==> src/sv/lbf_pkg.sv <==
// Shared types, codes and helpers for the learning bridge forwarder.
package lbf_pkg;

	localparam logic [1:0] PORT_NONE  = 2'd0;
	localparam logic [1:0] PORT_LOCAL = 2'd1;
	localparam logic [1:0] PORT_ETH   = 2'd2;
	localparam logic [1:0] PORT_RADIO = 2'd3;

	localparam logic [7:0]  PROTO_UDP    = 8'd17;
	localparam logic [7:0]  PROTO_ICMPV6 = 8'd58;
	localparam logic [15:0] MCAST_PREFIX = 16'h3333;
	localparam logic [15:0] EUI_FILL     = 16'hFFFE;

	localparam int LFSR_W = 16;
	localparam logic [LFSR_W-1:0] LFSR_SEED = 16'hACE1;

	typedef struct packed {
		logic [1:0]  in_port;
		logic [63:0] src_address;
		logic [63:0] dst_address;
		logic [7:0]  ip_protocol;
	} in_req_t;

	typedef struct packed {
		logic [1:0] out_port;
		logic       to_local;
		logic       to_radio;
		logic       to_ethernet;
		logic       dropped;
		logic       source_learned;
	} out_rsp_t;

	typedef struct packed {
		logic [63:0] addr;
		logic [1:0]  port;
	} entry_t;

	typedef enum logic [2:0] {
		ST_IDLE,
		ST_SRC,
		ST_VICTIM,
		ST_LEARN,
		ST_DST,
		ST_DONE
	} state_t;

	// Expand a 48-bit MAC into the 64-bit form with FF:FE in the middle.
	function automatic logic [63:0] eth_to_long(input logic [63:0] e);
		eth_to_long = {e[47:24], EUI_FILL, e[23:0]};
	endfunction

endpackage

==> src/sv/lbf_table.sv <==
// Address table memory: one write port, one registered read port.
module lbf_table
	import lbf_pkg::*;
#(
	parameter int DEPTH = 16,
	parameter int IW    = 4
) (
	input  logic          clk,
	input  logic          we,
	input  logic [IW-1:0] waddr,
	input  entry_t        wdata,
	input  logic [IW-1:0] raddr,
	output entry_t        rdata
);

	entry_t mem [DEPTH];

	always_ff @(posedge clk) begin
		if (we) begin
			mem[waddr] <= wdata;
		end
	end

	always_ff @(posedge clk) begin
		rdata <= mem[raddr];
	end

endmodule

==> src/sv/lbf_victim.sv <==
// Eviction picker: LFSR step, then the slot as the new value modulo the table depth.
module lbf_victim
	import lbf_pkg::*;
#(
	parameter int DEPTH = 16,
	parameter int IW    = 4
) (
	input  logic          clk,
	input  logic          arst_n,
	input  logic          start,
	output logic          busy,
	output logic [IW-1:0] slot
);

	// ceil(2^32 / DEPTH); the top product bits give the exact quotient of a 16-bit value
	localparam longint RECIP_L = (64'd4294967296 + DEPTH - 1) / DEPTH;
	localparam logic [31:0]       RECIP   = 32'(RECIP_L);
	localparam logic [LFSR_W-1:0] DEPTH_W = LFSR_W'(DEPTH);

	logic [LFSR_W-1:0]  lfsr_q;
	logic [LFSR_W-1:0]  lfsr_next;
	logic [LFSR_W+31:0] prod;
	logic [LFSR_W-1:0]  quot_s1;
	logic [LFSR_W-1:0]  back;
	logic [LFSR_W-1:0]  diff;
	logic [IW-1:0]      rem_q;
	logic               busy_q;
	logic               phase_q;
	logic               fb;

	assign fb        = lfsr_q[0] ^ lfsr_q[2] ^ lfsr_q[3] ^ lfsr_q[5];
	assign lfsr_next = {fb, lfsr_q[LFSR_W-1:1]};
	assign prod      = {32'b0, lfsr_q} * {{LFSR_W{1'b0}}, RECIP};
	assign back      = quot_s1 * DEPTH_W;
	assign diff      = lfsr_q - back;

	always_ff @(posedge clk or negedge arst_n) begin
		if (!arst_n) begin
			lfsr_q  <= LFSR_SEED;
			busy_q  <= 1'b0;
			phase_q <= 1'b0;
		end else if (start) begin
			lfsr_q  <= lfsr_next;
			busy_q  <= 1'b1;
			phase_q <= 1'b0;
		end else if (busy_q) begin
			phase_q <= 1'b1;
			if (phase_q) begin
				busy_q <= 1'b0;
			end
		end
	end

	// quotient by reciprocal multiply, then the remainder by subtracting it back
	always_ff @(posedge clk) begin
		if (busy_q && !phase_q) begin
			quot_s1 <= prod[LFSR_W+31:32];
		end
		if (busy_q && phase_q) begin
			rem_q <= diff[IW-1:0];
		end
	end

	assign busy = busy_q;
	assign slot = rem_q;

endmodule

==> src/sv/learning_bridge_forwarder.sv <==
// Top level of the learning bridge forwarder: control sequencer and result register.
// Scans: with a full table the eviction adds a slot pick and the second scan is one entry
// shorter than with room left. Both table scans share the single read port of the table
// memory, one entry per cycle.
// Throughput: one request at a time; the next is taken the cycle after the result is
// registered, and a result held by the receiver stalls the next request.
// Reset: the table starts empty, the LFSR loads 0xACE1; table contents are not cleared.
module learning_bridge_forwarder
	import lbf_pkg::*;
#(
	parameter int TABLE_DEPTH = 16
) (
	input  logic     clk,
	input  logic     arst_n,
	input  logic     in_valid,
	output logic     in_ready,
	input  in_req_t  in_data,
	output logic     out_valid,
	input  logic     out_ready,
	output out_rsp_t out_data,
	input  logic     cfg_wr_en,
	input  logic [63:0] cfg_wr_data
);

	localparam int IW = (TABLE_DEPTH > 1) ? $clog2(TABLE_DEPTH) : 1;
	localparam int CW = $clog2(TABLE_DEPTH + 1);

	state_t state_q, state_d;

	// request context
	logic [1:0]  port_q;
	logic [63:0] src_q;
	logic [63:0] dst_q;
	logic [7:0]  proto_q;
	logic        learned_q;
	logic        hit_q;
	logic [1:0]  hit_port_q;

	// table bookkeeping and scan pointer
	logic [CW-1:0] count_q;
	logic [CW-1:0] idx_q;
	logic          rv_s1;
	logic          table_full;
	logic          issue;
	logic          match;
	logic          scan_end;

	// table ports
	logic    mem_we;
	logic [IW-1:0] mem_waddr;
	entry_t  mem_wdata;
	entry_t  mem_rdata;

	// victim picker
	logic          vic_start;
	logic          vic_busy;
	logic [IW-1:0] vic_slot;

	// result register
	logic     out_valid_q;
	out_rsp_t out_q;
	out_rsp_t rsp;
	logic     out_free;

	logic [63:0] src_norm;
	logic [63:0] dst_norm;

	// Normalize ethernet addresses at the door, multicast destinations to zero; other ports pass them through.
	always_comb begin
		src_norm = in_data.src_address;
		dst_norm = in_data.dst_address;
		if (in_data.in_port == PORT_ETH) begin
			src_norm = eth_to_long(in_data.src_address);
			if (in_data.dst_address[47:32] == MCAST_PREFIX) begin
				dst_norm = '0;
			end else begin
				dst_norm = eth_to_long(in_data.dst_address);
			end
		end
	end

	assign table_full = (count_q >= CW'(TABLE_DEPTH));
	assign issue      = (idx_q < count_q);
	// compare the entry whose read was issued last cycle
	assign match      = rv_s1 &&
		(mem_rdata.addr == ((state_q == ST_SRC) ? src_q : dst_q));
	assign scan_end   = !issue && !rv_s1;
	assign out_free   = !out_valid_q || out_ready;

	// Config write loads entry zero; otherwise the learn step writes the new source.
	assign mem_we    = cfg_wr_en || (state_q == ST_LEARN);
	assign mem_wdata = cfg_wr_en ? entry_t'{addr: cfg_wr_data, port: PORT_LOCAL}
	                             : entry_t'{addr: src_q, port: port_q};
	assign mem_waddr = cfg_wr_en ? '0 : (table_full ? vic_slot : count_q[IW-1:0]);

	lbf_table #(
		.DEPTH (TABLE_DEPTH),
		.IW    (IW)
	) u_table (
		.clk   (clk),
		.we    (mem_we),
		.waddr (mem_waddr),
		.wdata (mem_wdata),
		.raddr (idx_q[IW-1:0]),
		.rdata (mem_rdata)
	);

	lbf_victim #(
		.DEPTH (TABLE_DEPTH),
		.IW    (IW)
	) u_victim (
		.clk    (clk),
		.arst_n (arst_n),
		.start  (vic_start),
		.busy   (vic_busy),
		.slot   (vic_slot)
	);

	// Build the delivery decision from the lookup and the arrival port.
	always_comb begin
		rsp = '0;
		rsp.source_learned = learned_q;
		if (dst_q == '0 || !hit_q) begin
			rsp.out_port = PORT_NONE;
			case (port_q)
				PORT_ETH: begin
					rsp.to_radio = 1'b1;
					rsp.to_local = 1'b1;
				end
				PORT_RADIO: begin
					rsp.to_ethernet = 1'b1;
					rsp.to_local    = 1'b1;
				end
				PORT_LOCAL: begin
					rsp.to_radio    = 1'b1;
					rsp.to_ethernet = 1'b1;
				end
				default: begin
					rsp.dropped = 1'b1;
				end
			endcase
		end else begin
			rsp.out_port = hit_port_q;
			case (hit_port_q)
				PORT_LOCAL: rsp.to_local    = 1'b1;
				PORT_RADIO: rsp.to_radio    = 1'b1;
				PORT_ETH:   rsp.to_ethernet = 1'b1;
				default:    rsp.dropped     = 1'b1;
			endcase
		end
		// refused protocol: keep the lookup, clear delivery
		if (proto_q != PROTO_UDP && proto_q != PROTO_ICMPV6) begin
			rsp.to_local    = 1'b0;
			rsp.to_radio    = 1'b0;
			rsp.to_ethernet = 1'b0;
			rsp.dropped     = 1'b1;
		end
	end

	// Next state and handshake outputs.
	always_comb begin
		state_d   = state_q;
		vic_start = 1'b0;
		in_ready  = 1'b0;
		case (state_q)
			ST_IDLE: begin
				in_ready = 1'b1;
				if (in_valid) begin
					state_d = ST_SRC;
				end
			end
			ST_SRC: begin
				if (match) begin
					state_d = ST_DST;
				end else if (scan_end) begin
					if (table_full) begin
						vic_start = 1'b1;
						state_d   = ST_VICTIM;
					end else begin
						state_d = ST_LEARN;
					end
				end
			end
			ST_VICTIM: begin
				if (!vic_busy) begin
					state_d = ST_LEARN;
				end
			end
			ST_LEARN: begin
				state_d = ST_DST;
			end
			ST_DST: begin
				if (match || scan_end) begin
					state_d = ST_DONE;
				end
			end
			ST_DONE: begin
				if (out_free) begin
					state_d = ST_IDLE;
				end
			end
			default: begin
				state_d = ST_IDLE;
			end
		endcase
	end

	always_ff @(posedge clk or negedge arst_n) begin
		if (!arst_n) begin
			state_q <= ST_IDLE;
		end else begin
			state_q <= state_d;
		end
	end

	// Table fill count: config restarts it at one, learning advances it until full.
	always_ff @(posedge clk or negedge arst_n) begin
		if (!arst_n) begin
			count_q <= '0;
		end else if (cfg_wr_en) begin
			count_q <= CW'(1);
		end else if (state_q == ST_LEARN && !table_full) begin
			count_q <= count_q + CW'(1);
		end
	end

	// Scan pointer and read-valid flag; restart at each scan.
	always_ff @(posedge clk or negedge arst_n) begin
		if (!arst_n) begin
			idx_q <= '0;
			rv_s1 <= 1'b0;
		end else if ((state_q == ST_SRC || state_q == ST_DST) && state_d == state_q) begin
			rv_s1 <= issue;
			if (issue) begin
				idx_q <= idx_q + CW'(1);
			end
		end else begin
			idx_q <= '0;
			rv_s1 <= 1'b0;
		end
	end

	// Capture the request and the lookup results.
	always_ff @(posedge clk or negedge arst_n) begin
		if (!arst_n) begin
			learned_q <= 1'b0;
			hit_q     <= 1'b0;
		end else begin
			if (state_q == ST_IDLE && in_valid) begin
				learned_q <= 1'b0;
			end else if (state_q == ST_LEARN) begin
				learned_q <= 1'b1;
			end
			if (state_q == ST_DST && state_d == ST_DONE) begin
				hit_q <= match;
			end
		end
	end

	always_ff @(posedge clk) begin
		if (state_q == ST_IDLE && in_valid) begin
			port_q  <= in_data.in_port;
			src_q   <= src_norm;
			dst_q   <= dst_norm;
			proto_q <= in_data.ip_protocol;
		end
		if (state_q == ST_DST && match) begin
			hit_port_q <= mem_rdata.port;
		end
	end

	// Result register: hold until taken, load from the done step.
	always_ff @(posedge clk or negedge arst_n) begin
		if (!arst_n) begin
			out_valid_q <= 1'b0;
		end else if (state_q == ST_DONE && out_free) begin
			out_valid_q <= 1'b1;
		end else if (out_ready) begin
			out_valid_q <= 1'b0;
		end
	end

	always_ff @(posedge clk) begin
		if (state_q == ST_DONE && out_free) begin
			out_q <= rsp;
		end
	end

	assign out_valid = out_valid_q;
	assign out_data  = out_q;

`ifndef SYNTHESIS
	a_count_bound: assert property (@(posedge clk) disable iff (!arst_n)
		count_q <= CW'(TABLE_DEPTH))
		else $error("table count above depth");

	a_write_src: assert property (@(posedge clk) disable iff (!arst_n)
		mem_we |-> (cfg_wr_en || state_q == ST_LEARN))
		else $error("table write outside learn or config");

	a_out_from_done: assert property (@(posedge clk) disable iff (!arst_n)
		$rose(out_valid_q) |-> $past(state_q == ST_DONE))
		else $error("result loaded outside done step");

	a_rv_in_scan: assert property (@(posedge clk) disable iff (!arst_n)
		rv_s1 |-> (state_q == ST_SRC || state_q == ST_DST))
		else $error("read valid outside a scan");

	a_idx_bound: assert property (@(posedge clk) disable iff (!arst_n)
		(state_q == ST_SRC || state_q == ST_DST) |-> idx_q <= count_q)
		else $error("scan pointer past table count");
`endif

endmodule
==> config.mk <==
export PLATFORM = sky130hd
export DESIGN_NAME = learning_bridge_forwarder
export DESIGN_NICKNAME = d
export VERILOG_FILES = /design/src/sv/lbf_pkg.sv /design/src/sv/lbf_table.sv /design/src/sv/lbf_victim.sv /design/src/sv/learning_bridge_forwarder.sv
export SDC_FILE = /design/constraint.sdc
export NUM_CORES = 1
export LEC_CHECK = 0
export ABC_AREA = 0
export BUFFER_PORTS_ARGS = -buffer_cell sky130_fd_sc_hd__buf_2
export CAP_MARGIN = 40
export CORE_UTILIZATION = 55
export CTS_BUF_LIST = sky130_fd_sc_hd__clkbuf_16
export DETAILED_ROUTE_END_ITERATION = 6
export PLACE_DENSITY = 0.75
export SLEW_MARGIN = 25
export SYNTH_ARGS = -nofsm -noshare
export SYNTH_HDL_FRONTEND = slang
export SYNTH_SLANG_ARGS = --single-unit
==> constraint.sdc <==
create_clock -name clk -period 4.3 [get_ports clk]
set_clock_uncertainty 0.15 [all_clocks]
set_input_delay 0.43 -clock clk [delete_from_list [all_inputs] [get_ports clk]]
set_output_delay 0.43 -clock clk [all_outputs]
set_load 0.05 [all_outputs]
* Yosys cells after proc, flatten, opt, wreduce, memory -nomap -nowiden
Memory sizes are Yosys's and may differ from the RTL's. A register that Yosys moved wholly into a read port is not among the register bits.
Cells that the tools add are included.
** Storage, ports and cells
- Output and inout bits :: 9
- Memory bits (writable) :: 1056
- Register bits after elaboration :: 186
- Memories kept :: 1
** Memory list
- u_table.mem :: depth 16, bits a word 66, read ports 1, clocked after Yosys merged registers in 1, wr ports 1, line lbf_table.sv:16 : entry_t mem [DEPTH];
** Cells by class
- Order comparisons :: 2
- Add/sub/neg operators :: 3
- Reduce and logical (&&, ||, !) cells :: 31
- Equality and inequality tests :: 19
- Mux-type cells :: 45
- Bitwise operators :: 3
** Operators by type and width (count)
- 2-to-1 mux 64 bit :: 4
- 2-to-1 mux 66 bit :: 1
- == test 64 bit :: 1
- logical NOT 64 bit :: 1
- 2-to-1 mux 1 bit :: 26
- 2-to-1 mux 5 bit :: 4
- 2-to-1 mux 3 bit :: 6
- one-hot mux 3 bit (6 select lines) :: 1
- == test 16 x 14 -> 1 bit (second input constant) :: 1
- 2-to-1 mux 4 bit :: 3
- adder 5 x 1 -> 5 bit (second input constant) :: 2
- == test 2 bit (second input constant) :: 5
- logical AND 1 bit :: 10
- == test 3 bit (second input constant) :: 3
- inequality test 8 x 5 -> 1 bit (second input constant) :: 1
- inequality test 8 x 6 -> 1 bit (second input constant) :: 1
- nonzero test 2 bit :: 4
- == test 3 x 2 -> 1 bit (second input constant) :: 2
- OR reduction 2 bit :: 3
- OR reduction 3 bit :: 2
- greater-or-equal comparator 5 bit (second input constant) :: 1
- logical NOT 1 bit :: 5
- logical OR 1 bit :: 5
- less-than comparator 5 bit :: 1
- 7 further kinds :: 10

* Longest topological paths before layout
- Depth after elaboration :: 10
- Depth in mapped cells :: 13
- Depth with buffers taken out :: 9

* Cells and area by module
Synthesis repeated with hierarchy kept, for this count alone.
** Unflattened totals
- Cell total of the unflattened synthesis :: 2679
- Area, all modules :: 51393.0 µm²
** Modules (own cells, without submodules)
- lbf_table :: cells each 1698, area each 40800.4 µm², times used 1
- learning_bridge_forwarder :: cells each 932, area each 9728.1 µm², times used 1
- lbf_victim :: cells each 49, area each 864.6 µm², times used 1

* Worst setup path before layout
OpenSTA, ideal clock, no wires.
- Path type :: register to register
- Start point :: register state_q[2]
- End point :: register learned_q
- Slack :: -1518 ps
- Stages on the path, launching flop included :: 5
- Arrival time :: 5346 ps
- Buffers on the path :: 1
- Data required time :: 3828 ps
- Path through :: dfrtp_1 -> clkbuf_1 -> nor3_1 -> and2_1 -> o22ai_1
** On the way
- Word-level cells in the longest chain between the ends :: 3
** RTL lines
- start, declared :: line learning_bridge_forwarder.sv:28 : state_t state_q, state_d;
- start signal, assigned :: line learning_bridge_forwarder.sv:212 : state_q <= state_d;
- logical NOT 3 bit :: line learning_bridge_forwarder.sv:249 : if (state_q == ST_IDLE && in_valid) begin
- logical AND 1 bit :: line learning_bridge_forwarder.sv:249
- 2-to-1 mux 1 bit / nonzero test 2 bit (equally long branches)
- end signal, assigned :: line learning_bridge_forwarder.sv:246 : learned_q <= 1'b0;
- end signal, assigned :: line learning_bridge_forwarder.sv:250 : learned_q <= 1'b0;
- end signal, assigned :: line learning_bridge_forwarder.sv:252 : learned_q <= 1'b1;
- end, declared :: line learning_bridge_forwarder.sv:35 : logic learned_q;
Several ways; a longest one is shown, not always the timed one.
A chain may end at the register's enable or synchronous reset.

* Worst setup path in the final report
- Start point :: register state_q[2]
- End point :: register hit_port_q[0], enable pin
** On the way
- Word-level cells in the longest chain between the ends :: 5
** RTL lines
- == test 3 x 1 -> 1 bit :: line learning_bridge_forwarder.sv:86 : (mem_rdata.addr == ((state_q == ST_SRC) ? src_q : dst_q));
- 2-to-1 mux 64 bit :: line learning_bridge_forwarder.sv:86
- == test 64 bit :: line learning_bridge_forwarder.sv:86
- logical AND 1 bit :: line learning_bridge_forwarder.sv:85 : assign match = rv_s1 &&
- logical AND 1 bit * :: line learning_bridge_forwarder.sv:267 : if (state_q == ST_DST && match) begin
- end signal, assigned :: line learning_bridge_forwarder.sv:268 : hit_port_q <= mem_rdata.port;
- end, declared :: line learning_bridge_forwarder.sv:37 : logic [1:0] hit_port_q;
Mark *: on every way between the ends. The rest lies on a longest branch, timed or not.

==> results.sh <==
export IMPL_r2r_start="state_q[2]"
export IMPL_ff2ff_setup_slack_ns=0.39
export IMPL_post_cts_repair_setup_buffers=0
export IMPL_clock_sinks=1308
export IMPL_rsz0062_at_grt="false"
export IMPL_hold_class="in -> reg"
export IMPL_synthCells=2542
export IMPL_yosys_cell_types_count=71
export IMPL_die_w_um=308
export IMPL_grt_remaining_overflow=0
export IMPL_slew_limit_headroom_pct=34.9
export IMPL_peakVddDrop_v=0.000514
export IMPL_area_growth_pct=17.3
export IMPL_power_density_mw_per_mm2=570
export IMPL_fp_dieH_um=308
export IMPL_boundaryPins=216
export IMPL_fp_dieArea_mm2=0.0949
export IMPL_hold_start="cfg_wr_data[40]"
export IMPL_synth_edf_count=1207
export IMPL_routed_via_count=28122
export IMPL_min_period_ns=3.91
export IMPL_slowest_stage="nor3b_4"
export IMPL_core_area_mm2=0.0922
export IMPL_drc=0
export IMPL_setup_viol=0
export IMPL_cts_tree="done"
export IMPL_grt_pass1_vias=28335
export IMPL_fin_nets=3228
export IMPL_cap_violations=0
export IMPL_synth_area_per_cell_um2=20.3
export IMPL_synth_area_mm2=0.0515
export IMPL_critPathRequiredTime_ns=4.58
export IMPL_fin_area_mm2=0.0604
export IMPL_viasPerCell=6.45
export IMPL_crit_start="state_q[2]"
export IMPL_row_count=111
export IMPL_drive_gt1_share_pct=29.4
export IMPL_routabilityCongestion=0.962
export IMPL_synth_top_area_share_pct=70.3
export IMPL_ys_warn_count=0
export IMPL_placed_cell_area_mm2=0.0546
export IMPL_critPathMaxStageDelay_ns=0.65
export IMPL_grt_max_degree=148
export IMPL_netlist_top_cells_area="edfxtp_1 70%, mux4_2 14%, dfxtp_1 2.6%"
export IMPL_cts_root_buf="clkbuf_16"
export IMPL_min_to="u_table.mem[5][42]"
export IMPL_drt_total_wl_um=143000
export IMPL_hpwlAfterDp_um=84500
export IMPL_drt_iter0_markers=3769
export IMPL_hold_violations=0
export IMPL_start_util_pct=55.9
export IMPL_start_kind="register"
export IMPL_grtUsageTotal_pct=30.6
export IMPL_rr_worst_depth=9
export IMPL_finalCritPeriodShare_pct=90.8
export IMPL_ys_flop_type="edfxtp_1"
export IMPL_postSynth_asyncResetShare_pct=2.68
export IMPL_clk_latency_ns=0.74
export IMPL_whs_path_depth=3
export IMPL_tns_ns=0
export IMPL_fmax_mhz=256
export IMPL_outcome="complete, no violations"
export IMPL_grt_pass1_wl_um=201000
export IMPL_antenna_found_initial=8
export IMPL_r2r_end="hit_port_q[0]"
export IMPL_path_buf_inv=1
export IMPL_crit_type="reg -> reg"
export IMPL_cp_cell_sequence="nor3b_4, buf_12, mux2i_1, a22oi_1, o221ai_1, or4_1, nor4_2, nand2_1, nor2_1"
export IMPL_path_clk_slew_ns=0.06
export IMPL_clockBufferDepth=3
export IMPL_ant_nets=0
export IMPL_final_max_slew_viol_count=0
export IMPL_end_kind="register"
export IMPL_ys_seq_area_share_pct=74.6
export IMPL_tightest_slew_ns=0.977
export IMPL_p_leak_uw=0.0199
export IMPL_synth_seq_cells=1308
export IMPL_routedWlPerCell_um=32.7
export IMPL_synth_fp_nets=2760
export IMPL_crit_family="simple AND/OR/NAND/NOR gates"
export IMPL_crit_fanout=47
export IMPL_htree_levels=4
export IMPL_cts_inserted_buffers=132
export IMPL_numPortBuffers=215
export IMPL_firstDrtPassIters=6
export IMPL_crit_arrival_ns=4.18
export IMPL_yosys_area_top_type="edfxtp_1"
[flip-flops by register name, summed over array words and instances (netlist names)]
signal and count:
src_q 64, idx_q 5, u_table.mem 1056, port_q 2, learned_q 1, dst_q 64
proto_q 8, u_table.rdata 66, u_victim.busy 1, u_victim.lfsr_q 16, out_valid 1, rv_s1 1
out_data 7, state_q 3, u_victim.slot 4, hit_q 1, hit_port_q 2, u_victim.phase_q 1
count_q 5
[cell usage after synthesis (all sizes together) (3+ instances only)]
master   number
edfxtp     1207
mux4        330
nand2       166
clkbuf       88
nor2         75
mux2         72
dfxtp        66
mux2i        52
nor2b        50
xnor2        40
buf          32
inv          31
o21ai        31
nor4         29
dfrtp        27
nand2b       23
nand4        21
nor3         18
xor2         17
o22ai        15
nand3        14
a21oi        13
a2111oi      12
nand3b       12
ha           11
dfstp         8
a21o          7
o2111ai       7
or4           6
a22oi         5
or2           5
a221oi        4
and2          4
and3          4
nor4b         4
or3           4
a211oi        3
a31oi         3
o211ai        3
[worst max-delay path by stage]
stage               slack (ns)  cells after the start                 to
detailed placement        0.46                      9      hit_port_q[0]
global route              0.24                     11      hit_port_q[1]
floorplan                -0.41                      5  u_table.mem[0][0]
CTS                       0.42                      9      hit_port_q[0]
global placement          0.45                      8         state_q[0]
finish                    0.39                      9      hit_port_q[0]
[kinds of logic after synthesis]
kind of cell	Yosys count	synth area share, %
multiplexers	454	17.0
AND/OR/NAND/NOR	441	4.26
buffers and inverters	152	1.26
XOR/XNOR	57	0.969
AO/OA/AOI/OAI	119	1.62
adder cells (fa/ha/maj)	11	0.267
flip-flops	1308	74.6
[through the flow]
stage	setup WS (ns)	cells	hold WS, ns	total power, uW	utilization, %
after floorplan	-0.410	2542	-0.0156	21100	-
after global placement	0.446	3944	0.300	23400	59.1
after detailed placement	0.461	3946	0.307	23500	59.2
after CTS	0.420	4350	0.00901	34500	65.4
after global routing	0.242	4362	0.0235	35500	65.5
final	0.394	4363	0.0459	34400	65.5
[worst min-delay path, delay by kind of cell]
family / cells / cell delay [ns]
compound gates: 1 / 0.19
simple gates: 1 / 0.07
buf+inv: 1 / 0.08
[cell type report]
cell class                      instances  area (um2)
Antenna cell                            2        5.00
Clock buffer                          137        3430
Clock inverter                        105         687
Fill cell                            5928       31800
Inverter                               32         120
Multi-Input combinational cell       1082       12600
Sequential cell                      1308       38500
Tap cell                             1243        1560
Timing Repair Buffer                  454        3590
[cell usage in the layout, fill, tap and decap left out, types with 14 or more instances in the layout]
| cell | Yosys | final |
|---|---|---|
| dfxtp_1 | 66 | 66 |
| mux4_2 | 330 | 330 |
| nor2_1 | 75 | 59 |
| nor2b_1 | 50 | 49 |
| inv_1 | 31 | 58 |
| clkinv_1 | 1 | 41 |
| nor4_1 | 27 | 27 |
| nor2_4 | 0 | 16 |
| clkinv_2 | 0 | 15 |
| nand4_1 | 21 | 21 |
| buf_4 | 3 | 47 |
| xnor2_1 | 40 | 40 |
| nand3_1 | 14 | 14 |
| xor2_1 | 17 | 17 |
| nor3_1 | 18 | 17 |
| edfxtp_1 | 1207 | 1207 |
| o21ai_0 | 30 | 24 |
| buf_12 | 0 | 21 |
| nand2b_1 | 23 | 22 |
| o22ai_1 | 15 | 15 |
| mux2_2 | 72 | 72 |
| buf_2 | 1 | 214 |
| dfrtp_1 | 27 | 23 |
| mux2i_1 | 51 | 51 |
| dlygate4sd3_1 | 0 | 163 |
| clkbuf_16 | 0 | 137 |
| nand2_1 | 166 | 166 |
[power by group]
group / internal [uW] / switching [uW] / total [uW]
combinational: 3370 / 4010 / 7380
sequential: 15200 / 985 / 16200
clock: 6160 / 4750 / 10900
[per-layer routing]
metal / wire length (um) / vias to the layer above / global-route usage (%)
met3: 15200 / 282 / 6.75
met5: 84 / - / 0
li1: - / 11329 / -
met4: 4450 / 12 / 10.2
met2: 68300 / 1850 / 48.2
met1: 54800 / 14649 / 42.9
[what timing repair did]
action | in CTS | in global routing
endpoints found under the hold margin | 167 | 2
gates resized for setup | 0 | 0
hold buffers | 162 | 1
No activity file was read; power rests on OpenSTA's default activity.
